`src/sv/sct_pkg.sv`:
```
// sct_pkg: shared types, codes and helper functions of the script tokenizer
// result record, result pair, mode and event codes, token kinds, keyword words
// no dependencies
`timescale 1ns / 1ps

package sct_pkg;

	localparam int unsigned POS_W   = 16;
	localparam int unsigned NUM_W   = 31;
	localparam int unsigned FIFO_AW = 2;
	localparam int unsigned FIFO_DEPTH = 1 << FIFO_AW;

	localparam logic [NUM_W-1:0] NUM_MAX = {NUM_W{1'b1}};

	typedef enum logic [6:0] {
		M_IDLE  = 7'b0000001,
		M_NUM   = 7'b0000010,
		M_ZERO  = 7'b0000100,
		M_WORD  = 7'b0001000,
		M_NAME  = 7'b0010000,
		M_QUOTE = 7'b0100000,
		M_SKIP  = 7'b1000000
	} mode_t;

	localparam logic [2:0] EV_TEXT     = 3'd0;
	localparam logic [2:0] EV_DONE     = 3'd1;
	localparam logic [2:0] EV_ERR      = 3'd2;
	localparam logic [2:0] EV_END_OK   = 3'd3;
	localparam logic [2:0] EV_END_FAIL = 3'd4;

	localparam logic [4:0] K_SEP    = 5'd0;
	localparam logic [4:0] K_ADD    = 5'd1;
	localparam logic [4:0] K_SUB    = 5'd2;
	localparam logic [4:0] K_EQ     = 5'd3;
	localparam logic [4:0] K_NOT    = 5'd4;
	localparam logic [4:0] K_MARK   = 5'd5;
	localparam logic [4:0] K_RIGHT  = 5'd8;
	localparam logic [4:0] K_LEFT   = 5'd9;
	localparam logic [4:0] K_NUM    = 5'd10;
	localparam logic [4:0] K_QUOTE  = 5'd11;
	localparam logic [4:0] K_LPAR   = 5'd12;
	localparam logic [4:0] K_RPAR   = 5'd13;
	localparam logic [4:0] K_WORD   = 5'd14;
	localparam logic [4:0] K_TO     = 5'd15;
	localparam logic [4:0] K_IF     = 5'd16;
	localparam logic [4:0] K_ELIF   = 5'd17;
	localparam logic [4:0] K_ELSE   = 5'd18;
	localparam logic [4:0] K_THEN   = 5'd19;
	localparam logic [4:0] K_END    = 5'd20;
	localparam logic [4:0] K_EOF    = 5'd21;

	localparam logic [0:0] ERR_LEAD_ZERO = 1'b0;
	localparam logic [0:0] ERR_OPEN_QUOTE = 1'b1;

	// keyword words, first byte in the low byte
	localparam logic [31:0] KW_TO   = 32'h0000_6F74;
	localparam logic [31:0] KW_IF   = 32'h0000_6669;
	localparam logic [31:0] KW_ELIF = 32'h6669_6C65;
	localparam logic [31:0] KW_ELSE = 32'h6573_6C65;
	localparam logic [31:0] KW_THEN = 32'h6E65_6874;
	localparam logic [31:0] KW_END  = 32'h0064_6E65;

	localparam logic [7:0] CH_EOT   = 8'h00;
	localparam logic [7:0] CH_NL    = 8'h0A;
	localparam logic [7:0] CH_SP    = 8'h20;
	localparam logic [7:0] CH_QUOTE = 8'h27;

	typedef struct packed {
		logic [2:0]       event_res;
		logic [4:0]       kind;
		logic [7:0]       text_byte;
		logic [NUM_W-1:0] number_value;
		logic             error_code;
		logic [POS_W-1:0] line;
		logic [POS_W-1:0] column;
		logic             last;
	} result_t;

	typedef struct packed {
		logic [1:0] n;
		result_t    r0;
		result_t    r1;
	} res_push_t;

	function automatic result_t make_res(input logic [2:0] ev, input logic [4:0] kind,
			input logic [7:0] text, input logic [NUM_W-1:0] num, input logic err,
			input logic [POS_W-1:0] ln, input logic [POS_W-1:0] col);
		result_t r;
		r.event_res    = ev;
		r.kind         = kind;
		r.text_byte    = text;
		r.number_value = num;
		r.error_code   = err;
		r.line         = ln;
		r.column       = col;
		r.last         = 1'b0;
		return r;
	endfunction

	function automatic logic is_digit(input logic [7:0] c);
		return (c >= "0") && (c <= "9");
	endfunction

	function automatic logic is_alpha(input logic [7:0] c);
		return ((c >= "a") && (c <= "z")) || ((c >= "A") && (c <= "Z")) || (c == "_") ||
			(c == 8'hA8) || (c == 8'hB8) || (c >= 8'hC0);
	endfunction

	function automatic logic [4:0] word_kind(input logic [31:0] b, input logic [2:0] len);
		logic [4:0] k;
		k = K_WORD;
		if (len == 3'd2 && b == KW_TO) k = K_TO;
		else if (len == 3'd2 && b == KW_IF) k = K_IF;
		else if (len == 3'd4 && b == KW_ELIF) k = K_ELIF;
		else if (len == 3'd4 && b == KW_ELSE) k = K_ELSE;
		else if (len == 3'd4 && b == KW_THEN) k = K_THEN;
		else if (len == 3'd3 && b == KW_END) k = K_END;
		return k;
	endfunction

endpackage

```
`src/sv/script_char_tokenizer_core.sv`:
```
// script_char_tokenizer_core: top level, input byte register, lexer and result queue
// depends on sct_pkg, sct_lexer, sct_res_fifo
//
// usage:
//   input channel ch / ch_valid / ch_ready carries one cp1251 byte per transfer;
//   a zero byte ends the text and the tokenizer restarts for the next text
//   result channel res_valid / res_ready carries one result per transfer with
//   event_res, kind, text_byte, number_value, error_code, line, column, last;
//   last marks the final result caused by one input byte
//   a byte is registered in the input register, decoded by the lexer and its
//   results are written into the result queue, which then offers the first one
//   throughput: one byte per cycle while the result queue has room; a byte that
//   gives two results puts both into the four-entry result queue at once
//   bytes that give no result (digits, spaces, skipped input) still wait for room
//   the lexer stalls while the queue has fewer than two free entries, so a
//   stalled receiver backs up into ch_ready once the queue holds more than two results
//   reset: arst_n clears position to line 1 column 0, mode to idle, and
//   empties the input register and the result queue
`timescale 1ns / 1ps

module script_char_tokenizer_core import sct_pkg::*; (
	input  logic             clk,
	input  logic             arst_n,
	input  logic             ch_valid,
	output logic             ch_ready,
	input  logic [7:0]       ch,
	output logic             res_valid,
	input  logic             res_ready,
	output logic [2:0]       event_res,
	output logic [4:0]       kind,
	output logic [7:0]       text_byte,
	output logic [NUM_W-1:0] number_value,
	output logic             error_code,
	output logic [POS_W-1:0] line,
	output logic [POS_W-1:0] column,
	output logic             last
);

	logic      valid_s1;
	logic [7:0] ch_s1;
	logic      item_fire, space_ok;
	res_push_t push;
	result_t   out_res;

	assign ch_ready = ~valid_s1 | item_fire;

	always_ff @(posedge clk or negedge arst_n) begin
		if (!arst_n) begin
			valid_s1 <= 1'b0;
		end else if (ch_ready) begin
			valid_s1 <= ch_valid;
		end
	end

	always_ff @(posedge clk) begin
		if (ch_ready && ch_valid) begin
			ch_s1 <= ch;
		end
	end

	sct_lexer u_lexer (
		.clk        (clk),
		.arst_n     (arst_n),
		.item_valid (valid_s1),
		.item_ch    (ch_s1),
		.space_ok   (space_ok),
		.item_fire  (item_fire),
		.push       (push)
	);

	sct_res_fifo u_res_fifo (
		.clk       (clk),
		.arst_n    (arst_n),
		.push_en   (item_fire),
		.push      (push),
		.space_ok  (space_ok),
		.out_valid (res_valid),
		.out_ready (res_ready),
		.out_res   (out_res)
	);

	assign event_res    = out_res.event_res;
	assign kind         = out_res.kind;
	assign text_byte    = out_res.text_byte;
	assign number_value = out_res.number_value;
	assign error_code   = out_res.error_code;
	assign line         = out_res.line;
	assign column       = out_res.column;
	assign last         = out_res.last;

endmodule

```
`src/sv/sct_lexer.sv`:
```
// sct_lexer: tokenizer state and per-byte decode, up to two results per byte
// depends on sct_pkg
`timescale 1ns / 1ps

module sct_lexer import sct_pkg::*; (
	input  logic      clk,
	input  logic      arst_n,
	input  logic      item_valid,
	input  logic [7:0] item_ch,
	input  logic      space_ok,
	output logic      item_fire,
	output res_push_t push
);

	mode_t            mode_q, mode_d;
	logic [1:0]       name_kind_q, name_kind_d;
	logic [POS_W-1:0] cur_line_q, cur_line_d;
	logic [POS_W-1:0] cur_column_q, cur_column_d;
	logic [POS_W-1:0] start_line_q, start_line_d;
	logic [POS_W-1:0] start_column_q, start_column_d;
	logic [NUM_W-1:0] num_accum_q, num_accum_d;
	logic [31:0]      word_bytes_q, word_bytes_d;
	logic [2:0]       word_len_q, word_len_d;
	logic             failed_q, failed_d;

	logic [POS_W-1:0] col;
	logic [NUM_W+3:0] num_next;
	logic [7:0]       c;
	logic             pre_v, dsp_v, again, do_reset, op_hit;
	logic [4:0]       op_kind;
	result_t          pre, dsp;

	assign c = item_ch;
	assign item_fire = item_valid & space_ok;
	assign col = cur_column_q + 1'b1;
	assign num_next = {1'b0, num_accum_q, 3'b000} + {3'b000, num_accum_q, 1'b0} +
		{{NUM_W{1'b0}}, c[3:0]};

	always_comb begin
		op_hit  = 1'b1;
		op_kind = K_SEP;
		case (c)
			";": op_kind = K_SEP;
			"+": op_kind = K_ADD;
			"-": op_kind = K_SUB;
			"=": op_kind = K_EQ;
			"!": op_kind = K_NOT;
			">": op_kind = K_RIGHT;
			"<": op_kind = K_LEFT;
			"(": op_kind = K_LPAR;
			")": op_kind = K_RPAR;
			default: op_hit = 1'b0;
		endcase
	end

	always_comb begin
		mode_d         = mode_q;
		name_kind_d    = name_kind_q;
		cur_line_d     = cur_line_q;
		cur_column_d   = col;
		start_line_d   = start_line_q;
		start_column_d = start_column_q;
		num_accum_d    = num_accum_q;
		word_bytes_d   = word_bytes_q;
		word_len_d     = word_len_q;
		failed_d       = failed_q;
		pre_v    = 1'b0;
		dsp_v    = 1'b0;
		pre      = '0;
		dsp      = '0;
		again    = 1'b0;
		do_reset = 1'b0;

		case (mode_q)
			M_SKIP: begin
				if (c == CH_EOT) begin
					dsp_v = 1'b1;
					dsp = make_res(EV_END_FAIL, K_EOF, 8'd0, '0, 1'b0, cur_line_q, col);
					do_reset = 1'b1;
				end
			end
			M_QUOTE: begin
				pre_v = 1'b1;
				if (c == CH_QUOTE) begin
					pre = make_res(EV_DONE, K_QUOTE, 8'd0, '0, 1'b0,
						start_line_q, start_column_q);
					mode_d = M_IDLE;
				end else if (c == CH_EOT) begin
					pre = make_res(EV_ERR, K_SEP, 8'd0, '0, ERR_OPEN_QUOTE, cur_line_q, col);
					dsp_v = 1'b1;
					dsp = make_res(EV_END_FAIL, K_EOF, 8'd0, '0, 1'b0, cur_line_q, col);
					do_reset = 1'b1;
				end else begin
					pre = make_res(EV_TEXT, K_QUOTE, c, '0, 1'b0,
						start_line_q, start_column_q);
				end
			end
			M_NUM: begin
				if (is_digit(c)) begin
					num_accum_d = (num_next[NUM_W+3:NUM_W] != 4'd0) ? NUM_MAX :
						num_next[NUM_W-1:0];
				end else begin
					pre_v = 1'b1;
					pre = make_res(EV_DONE, K_NUM, 8'd0, num_accum_q, 1'b0,
						start_line_q, start_column_q);
					mode_d = M_IDLE;
					again = 1'b1;
				end
			end
			M_ZERO: begin
				pre_v = 1'b1;
				if (is_digit(c)) begin
					pre = make_res(EV_ERR, K_SEP, 8'd0, '0, ERR_LEAD_ZERO, cur_line_q, col);
					failed_d = 1'b1;
					mode_d = M_SKIP;
				end else begin
					pre = make_res(EV_DONE, K_NUM, 8'd0, '0, 1'b0,
						start_line_q, start_column_q);
					mode_d = M_IDLE;
					again = 1'b1;
				end
			end
			M_WORD: begin
				pre_v = 1'b1;
				if (c != CH_SP && c != ";" && c != CH_NL && c != CH_EOT) begin
					if (word_len_q < 3'd4) begin
						word_bytes_d[8*word_len_q[1:0] +: 8] = c;
					end
					if (word_len_q < 3'd5) begin
						word_len_d = word_len_q + 3'd1;
					end
					pre = make_res(EV_TEXT, K_WORD, c, '0, 1'b0,
						start_line_q, start_column_q);
				end else begin
					pre = make_res(EV_DONE, word_kind(word_bytes_q, word_len_q), 8'd0, '0,
						1'b0, start_line_q, start_column_q);
					mode_d = M_IDLE;
					again = 1'b1;
				end
			end
			M_NAME: begin
				pre_v = 1'b1;
				if (is_alpha(c) || is_digit(c)) begin
					pre = make_res(EV_TEXT, K_MARK + {3'b000, name_kind_q}, c, '0, 1'b0,
						start_line_q, start_column_q);
				end else begin
					pre = make_res(EV_DONE, K_MARK + {3'b000, name_kind_q}, 8'd0, '0, 1'b0,
						start_line_q, start_column_q);
					mode_d = M_IDLE;
					again = 1'b1;
				end
			end
			default: begin
				mode_d = M_IDLE;
				again = 1'b1;
			end
		endcase

		if (again) begin
			if (op_hit) begin
				dsp_v = 1'b1;
				dsp = make_res(EV_DONE, op_kind, 8'd0, '0, 1'b0, cur_line_q, col);
			end else if (c == CH_SP || c == CH_NL) begin
				dsp_v = 1'b0;
			end else if (c == CH_EOT) begin
				dsp_v = 1'b1;
				dsp = make_res(failed_q ? EV_END_FAIL : EV_END_OK, K_EOF, 8'd0, '0, 1'b0,
					cur_line_q, col);
				do_reset = 1'b1;
			end else begin
				start_line_d = cur_line_q;
				start_column_d = col;
				dsp_v = 1'b1;
				if (c == ":" || c == "@" || c == "$") begin
					name_kind_d = (c == ":") ? 2'd0 : (c == "@") ? 2'd1 : 2'd2;
					mode_d = M_NAME;
					dsp = make_res(EV_TEXT, K_MARK + {3'b000, name_kind_d}, c, '0, 1'b0,
						cur_line_q, col);
				end else if (c == "0") begin
					dsp_v = 1'b0;
					mode_d = M_ZERO;
				end else if (is_digit(c)) begin
					dsp_v = 1'b0;
					num_accum_d = {{(NUM_W - 4){1'b0}}, c[3:0]};
					mode_d = M_NUM;
				end else if (c == CH_QUOTE) begin
					mode_d = M_QUOTE;
					dsp = make_res(EV_TEXT, K_QUOTE, c, '0, 1'b0, cur_line_q, col);
				end else begin
					word_bytes_d = {24'd0, c};
					word_len_d = 3'd1;
					mode_d = M_WORD;
					dsp = make_res(EV_TEXT, K_WORD, c, '0, 1'b0, cur_line_q, col);
				end
			end
		end

		if (do_reset) begin
			mode_d         = M_IDLE;
			name_kind_d    = 2'd0;
			cur_line_d     = POS_W'(1);
			cur_column_d   = '0;
			start_line_d   = POS_W'(1);
			start_column_d = '0;
			num_accum_d    = '0;
			word_bytes_d   = '0;
			word_len_d     = 3'd0;
			failed_d       = 1'b0;
		end else if (c == CH_NL) begin
			cur_line_d = cur_line_q + 1'b1;
			cur_column_d = '0;
		end
	end

	// pack the first and second result, flag the final one
	always_comb begin
		push = '0;
		if (pre_v) begin
			push.r0 = pre;
			push.r1 = dsp;
			push.n = dsp_v ? 2'd2 : 2'd1;
			push.r0.last = ~dsp_v;
			push.r1.last = dsp_v;
		end else begin
			push.r0 = dsp;
			push.n = dsp_v ? 2'd1 : 2'd0;
			push.r0.last = dsp_v;
		end
	end

	always_ff @(posedge clk or negedge arst_n) begin
		if (!arst_n) begin
			mode_q         <= M_IDLE;
			name_kind_q    <= 2'd0;
			cur_line_q     <= POS_W'(1);
			cur_column_q   <= '0;
			start_line_q   <= POS_W'(1);
			start_column_q <= '0;
			num_accum_q    <= '0;
			word_bytes_q   <= '0;
			word_len_q     <= 3'd0;
			failed_q       <= 1'b0;
		end else if (item_fire) begin
			mode_q         <= mode_d;
			name_kind_q    <= name_kind_d;
			cur_line_q     <= cur_line_d;
			cur_column_q   <= cur_column_d;
			start_line_q   <= start_line_d;
			start_column_q <= start_column_d;
			num_accum_q    <= num_accum_d;
			word_bytes_q   <= word_bytes_d;
			word_len_q     <= word_len_d;
			failed_q       <= failed_d;
		end
	end

endmodule

```
`src/sv/sct_res_fifo.sv`:
```
// sct_res_fifo: small result queue, takes up to two results per cycle, gives one
// depends on sct_pkg
`timescale 1ns / 1ps

module sct_res_fifo import sct_pkg::*; (
	input  logic      clk,
	input  logic      arst_n,
	input  logic      push_en,
	input  res_push_t push,
	output logic      space_ok,
	output logic      out_valid,
	input  logic      out_ready,
	output result_t   out_res
);

	result_t            mem [FIFO_DEPTH];
	logic [FIFO_AW-1:0] wr_ptr_q, rd_ptr_q, wr_ptr_nx;
	logic [FIFO_AW:0]   count_q;
	logic [1:0]         n_in;
	logic               pop;

	assign n_in = push_en ? push.n : 2'd0;
	assign pop = out_valid & out_ready;
	assign out_valid = (count_q != '0);
	assign out_res = mem[rd_ptr_q];
	assign space_ok = (count_q <= (FIFO_AW + 1)'(FIFO_DEPTH - 2));
	assign wr_ptr_nx = wr_ptr_q + 1'b1;

	always_ff @(posedge clk) begin
		if (n_in != 2'd0) begin
			mem[wr_ptr_q] <= push.r0;
		end
		if (n_in == 2'd2) begin
			mem[wr_ptr_nx] <= push.r1;
		end
	end

	always_ff @(posedge clk or negedge arst_n) begin
		if (!arst_n) begin
			wr_ptr_q <= '0;
			rd_ptr_q <= '0;
			count_q  <= '0;
		end else begin
			wr_ptr_q <= wr_ptr_q + FIFO_AW'(n_in);
			if (pop) begin
				rd_ptr_q <= rd_ptr_q + 1'b1;
			end
			count_q <= count_q + (FIFO_AW + 1)'(n_in) - (FIFO_AW + 1)'(pop);
		end
	end

endmodule

```
`config.mk`:
```
export PLATFORM = sky130hd
export DESIGN_NAME = script_char_tokenizer_core
export DESIGN_NICKNAME = d
export VERILOG_FILES = /design/src/sv/sct_pkg.sv /design/src/sv/script_char_tokenizer_core.sv /design/src/sv/sct_lexer.sv /design/src/sv/sct_res_fifo.sv
export SDC_FILE = /design/constraint.sdc
export NUM_CORES = 1
export LEC_CHECK = 0
export BUFFER_PORTS_ARGS = -buffer_cell sky130_fd_sc_hd__buf_2
export CORE_MARGIN = 2
export CORE_UTILIZATION = 65
export DETAILED_ROUTE_END_ITERATION = 8
export MAX_ROUTING_LAYER = met4
export PLACE_DENSITY_LB_ADDON = 0.08
export SLEW_MARGIN = 15
export SYNTH_ARGS = -nofsm -noshare
export SYNTH_HDL_FRONTEND = slang
export SYNTH_SLANG_ARGS = --single-unit
```
`constraint.sdc`:
```
create_clock -name clk -period 11.15 [get_ports clk]
set_clock_uncertainty 0.1 [all_clocks]
set_input_delay 1.115 -clock clk [delete_from_list [all_inputs] [get_ports clk]]
set_output_delay 1.115 -clock clk [all_outputs]
set_load 0.05 [all_outputs]
```
== Word-level counts from Yosys, hierarchy flattened ==
Memories as Yosys holds them, arrays and structs flattened.
Index checks and enable logic that the tools add are counted.

* Bits in registers: 156
* Bits in writable memories: 324
* Input port bits: 12
* Output and inout bits: 83
* Memories kept: 1

* Add/sub/neg operators: 13
* Magnitude comparators: 10
* Equal/unequal tests: 41
* Shift-type cells: 2
* Mux-type cells: 130
* Bitwise logic cells: 5
* Reductions and logical operators: 40

{| class="wikitable"
|+ Memory list
! name !! depth !! bits a word !! read ports !! clocked after Yosys merged registers in !! write ports !! line !! source
|-
| u_res_fifo.mem || 4 || 81 || 1 || 0 || 2 || sct_res_fifo.sv:16 || <nowiki>result_t mem [FIFO_DEPTH];</nowiki>
|}

{| class="wikitable"
|+ Operators with widths
! operator !! count
|-
| 2-to-1 mux 81 bit || 11
|-
| case mux 81 bit (5 select lines) || 1
|-
| 2-to-1 mux 32 bit || 12
|-
| 2-to-1 mux 31 bit || 11
|-
| 2-to-1 mux 79 bit || 3
|-
| 2-to-1 mux 16 bit || 14
|-
| case mux 81 bit (2 select lines) || 1
|-
| 2-to-1 mux 80 bit || 2
|-
| equality test 8 x 6 -> 1 bit, second input constant || 14
|-
| equality test 32 x 31 -> 1 bit, second input constant || 3
|-
| 2-to-1 mux 7 bit || 13
|-
| 2-to-1 mux 83 bit || 1
|-
| 2-to-1 mux 76 bit || 1
|-
| equality test 32 x 15 -> 1 bit, second input constant || 2
|-
| case mux 7 bit (6 select lines) || 1
|-
| 2-to-1 mux 3 bit || 13
|-
| adder 34 x 32 -> 35 bit || 1
|-
| adder 35 x 4 -> 35 bit || 1
|-
| negator 5 -> 34 bit || 1
|-
| variable shift 8 x 34 -> 32 bit, first input constant || 1
|-
| variable part select 8 x 34 -> 32 bit || 1
|-
| adder 16 x 1 -> 16 bit, second input constant || 2
|-
| bitwise mux 32 bit || 1
|-
| equality test 32 x 23 -> 1 bit, second input constant || 1
|-
| other kinds (52) || 129
|}

== Logic depth before layout (Yosys ltp) ==
* Word-level depth: 17
* Depth in mapped cells: 19
* Depth with buffers taken out: 14

== Cells and area by module ==
Synthesis repeated with hierarchy kept, for this count alone.

* Cells, all modules: 2195
* Area total of the unflattened synthesis: 27775.4 µm²

{| class="wikitable"
|+ Modules (own cells, without submodules)
! module !! instances !! cells each !! area an instance (µm²) !! sequential area each (µm²)
|-
| sct_res_fifo || 1 || 830 || 16405.7 || 9904.5
|-
| sct_lexer || 1 || 1353 || 11075.6 || 3507.1
|-
| script_char_tokenizer_core || 1 || 12 || 294.0 || 265.3
|}

== Worst setup path before layout ==
Ideal clock, no wire load.

* Path kind: register -> register
* Start point: register u_lexer.mode_q[2]
* End point: memory u_res_fifo.mem[0][0] in the netlist's numbering (enable)
* Arrival time: 4703 ps
* Required time: 10647 ps
* Path slack: 5944 ps
* Cell stages (with the launch flop): 17
* Buffers on the path: 4
* Clock period less this slack: 5206 ps
* Cells stage by stage: dfrtp_1 -> buf_2 -> or4_1 -> buf_2 -> nor2_1 -> a22oi_1 -> o311ai_4 -> a311oi_4 -> nor2_4 -> inv_6 -> ha_1 -> clkbuf_1 -> o21ai_1 -> nor3_1 -> nor2_1 -> clkbuf_1 -> inv_1

{| class="wikitable"
|+ RTL lines
! element !! line !! source
|-
| from (decl) || sct_lexer.sv:15 || <nowiki>mode_t mode_q, mode_d;</nowiki>
|-
| from (signal assigned) || sct_lexer.sv:244 || <nowiki>mode_q <= mode_d;</nowiki>
|-
| to (decl) || sct_res_fifo.sv:16 ||
|}

==> out/metrics.yaml <==
drive_gt1_frac: 0.1485
cp-end-kind: "flip-flop"
outcome: "finished, final reports clean"
hp-start: "u_res_fifo.mem[3][48]$_SDFFE_PP0P_"
arrival_ns: 7.26
start_kind: "flip-flop"
core_mm2: 0.03740
wire_per_inst_um: 22.14
synthFlopType: "edfxtp_1"
start_util: 0.6539
p_int_uw: 3790
worst-path-stages: 12
antenna_found_initial: 0
async_flop_share: 0.3083
synth_seq_cells: 480
place_ws_ns: 4.217
cts_tree: "yes"
p_leak_uw: 0.01006
finalCriticalPeriod_ns: 7.052
final_max_slew_viol_count: 0
combPwrFrac: 0.382
via_count: 18840
grt-ovfl-total: 0
pin_count: 95
crit_family: "simple AND/OR/NAND/NOR gates"
ir_drop_mv: 0.3285
post-route-period-util: 0.6324
place_hpwl_um: 40220
post_cts_buffers: 0
hold_end: "u_res_fifo.mem[3][48]$_SDFFE_PP0P_"
setup_tns_ns: 0
yosysSeqAreaShare: 0.5069
setup_ws_ns: 4.098
firstDrtPassIters: 6
crit_top_cell: "o21ai_0"
powerDensity_mw_per_mm2: 241.9
drv_cap: 0
synth_nets: 2385
numCtsBuffers: 49
worst_pin_slew_ns: 1.103
grt_max_degree: 85
path_cells: "nor3b_2, and3_1, nor2_4, nor2b_1, inv_2, ha_1, o21ai_1, or3_1, buf_4, o21ai_0, a21oi_2, o21ai_0"
area.growth.synth_to_final_pct: 9.486
worst-path-buf-inv: 2
drcViolationCount: 0
hold_buffers: 0
swShare: 0.4149
placed_cells: 2770
rows: 71
gp_congestion: 0.9823
grt_pass1_vias: 18460
rsz0062_at_grt: "no"
cts_sinks: 480
drt_iter0_markers: 1638
worst_ep_required_time_ns: 11.36
path_max_fanout: 32
pwr-share-clk: 0.251
ys_warn_count: 0
critPathMaxStageDelay_ns: 0.85
r2r-start: "ch_s1[5]$_DFFE_PP_"
reg2regPathDepth: 12
synthCells: 2294
postRouteAntennaNets: 0
p_seq_frac: 0.367
cp_slowest_cell: "edfxtp_1"
p_switching_uw: 2687
cts_resized: 0
hold_depth: 2
max-slew-margin-rel: 0.2648
track_usage: 0.3422
cts-root-buf: "clkbuf_16"
setup_viol: 0
rr_endpoint: "u_res_fifo.mem[0][16]$_DFFE_PP_"
antennaDiodeCount: 0
synth_edf_count: 204
finalPower_uw: 6476
avgSynthCellArea_um2: 10.66
syn_area_mm2: 0.02445
fp.dieH_um: 198.0
fill_cells: 2673
r2r_setup_slack_ns: 4.10
clk_pin_slew_ns: 0.06
final_nets: 2401
worstSkewPairLatency_ns: 0.59
ys_types: 95
hold_viol: 0
cts_max_path_buffers: 3
drt-total-wl_um: 63350
timing.fmax_ghz: 0.1418
h-tree-depth: 2
numPortBuffers: 94
final_cells: 2861
crit_type: "reg -> reg"
die_x_um: 198.0
vias_per_cell: 6.584
hold_class: "reg -> reg"
dieArea_mm2: 0.03919
grt_first_pass_wirelength_um: 100200
-- registers in the layout, indices dropped and copies added, names as in the netlist --
register and count:
u_res_fifo.count_q 3, u_lexer.num_accum_q 31, valid_s1 1, u_lexer.cur_line_q 16, u_lexer.mode_q 7, u_lexer.start_column_q 16
u_lexer.start_line_q 16, ch_s1 8, u_lexer.word_bytes_q 32, u_lexer.word_len_q 3, u_res_fifo.rd_ptr_q 2, u_lexer.failed_q 1
u_res_fifo.mem 324, u_lexer.name_kind_q 2, u_res_fifo.wr_ptr_q 2, u_lexer.cur_column_q 16
-- Yosys cell counts, drive strengths merged, types with 8 or more instances --
library cell	number	area (um2)
nor2	99	394.1
o31ai	44	330.3
nand3	23	142.6
nand4	19	118.9
xor2	29	254.0
nand3b	9	67.56
nor4	13	81.33
and3	23	143.9
nand2	393	1480
o22ai	33	261.5
nor2b	22	137.6
inv	37	143.9
or4	9	71.32
o21ai	324	1633
ha	76	950.9
a31oi	15	108.9
a21oi	75	416.7
buf	51	285.3
and2	14	87.58
or3	12	75.07
clkbuf	102	384.1
nand2b	14	87.58
a22oi	10	75.07
dfxtp	128	2562
edfxtp	204	6126
or2	9	56.31
a21o	12	90.09
o221ai	8	76.32
a211oi	13	97.59
nor3	24	120.1
dfrtp	145	3628
mux4	81	1824
a22o	95	832.1
xnor2	30	262.8
o211ai	9	67.56
-- layer usage --
| layer | share of wire | GRT usage | vias up |
|---|---|---|---|
| met5 | 0 | - | - |
| met4 | 0.039 | 0.1334 | 0 |
| met3 | 0.079 | 0.05638 | 175 |
| met2 | 0.48 | 0.5490 | 880 |
| met1 | 0.40 | 0.4400 | 9195 |
| li1 | - | - | 8587 |
-- placed cells by master, fill, tap and decap left out, drive strengths merged, types with 6 or more instances in the layout --
| master | n |
|---|---|
| a211oi | 13 |
| a21o | 12 |
| a21oi | 75 |
| a22o | 95 |
| a22oi | 10 |
| a31o | 6 |
| a31oi | 15 |
| and2 | 14 |
| and3 | 23 |
| buf | 118 |
| clkbuf | 77 |
| clkinv | 10 |
| dfrtp | 145 |
| dfxtp | 128 |
| edfxtp | 204 |
| ha | 76 |
| inv | 38 |
| mux4 | 81 |
| nand2 | 393 |
| nand2b | 14 |
| nand3 | 23 |
| nand3b | 9 |
| nand4 | 19 |
| nor2 | 99 |
| nor2b | 22 |
| nor3 | 24 |
| nor4 | 13 |
| nor4b | 7 |
| o211ai | 9 |
| o21a | 6 |
| o21ai | 324 |
| o221ai | 8 |
| o22ai | 33 |
| o31ai | 44 |
| or2 | 9 |
| or3 | 12 |
| or4 | 9 |
| xnor2 | 30 |
| xor2 | 29 |
-- power by group through the flow --
stage	Sequential (uW)	Combinational (uW)	Clock (uW)
after detailed placement	2410	2450	0
after CTS	2370	2460	1650
after global placement	2390	2420	0
final	2370	2470	1630
after floorplan	2250	1920	0
after global routing	2410	2630	1710
-- final cells by class --
type                            count  area, um2  share of cell area
Clock inverter                     14      145.1            0.005421
Multi-Input combinational cell   1624      11330              0.4231
Clock buffer                       77       1458             0.05444
Sequential cell                   480      12400              0.4632
Timing Repair Buffer              118      656.9             0.02453
Inverter                           37      143.9            0.005374
Tap cell                          511      639.4             0.02388
-- worst register-to-register path, delay by kind of cell, from the launching register on --
kind / cells / cell delay (ns)
adder cells (fa/ha/maj): 1 / 0.51
AND/OR/NAND/NOR: 5 / 2.95
buffers and inverters: 2 / 0.79
flip-flops: 1 / 0.85
AO/OA/AOI/OAI: 4 / 1.58
-- worst max path at each step --
stage / from / to / slack [ns]
CTS: ch_s1[5]$_DFFE_PP_ / u_res_fifo.mem[0][16]$_DFFE_PP_ / 4.19
global placement: ch_s1[5]$_DFFE_PP_ / u_res_fifo.mem[0][14]$_DFFE_PP_ / 4.63
finish: ch_s1[5]$_DFFE_PP_ / u_res_fifo.mem[0][16]$_DFFE_PP_ / 4.10
floorplan: u_lexer.mode_q[2]$_DFFE_PN0P_ / u_res_fifo.mem[0][0]$_DFFE_PP_ / 5.94
global route: ch_s1[5]$_DFFE_PP_ / u_res_fifo.mem[0][12]$_DFFE_PP_ / 3.62
detailed placement: ch_s1[5]$_DFFE_PP_ / u_res_fifo.mem[0][16]$_DFFE_PP_ / 4.22
-- per-stage QoR --
step / utilization / hold slack, ns / instance area (um2)
2_1_floorplan: - / 0.3198 / 24450
3_3_place_gp: 0.6727 / 0.3291 / 25160
3_5_place_dp: 0.6727 / 0.3384 / 25160
4_1_cts: 0.7156 / 0.3523 / 26760
5_1_grt: 0.7159 / 0.3738 / 26770
6_report: 0.7159 / 0.3496 / 26770
-- kinds of logic after synthesis --
group                    count (synthesis)  share of synthesized area
multiplexers                            83                    0.07552
flip-flops                             480                     0.5069
AO/OA/AOI/OAI                          697                     0.1864
XOR/XNOR                                59                    0.02113
AND/OR/NAND/NOR                        706                     0.1355
adder cells (fa/ha/maj)                 79                    0.04134
buffers and inverters                  190                    0.03326
Power figures use the tool's default switching activity.
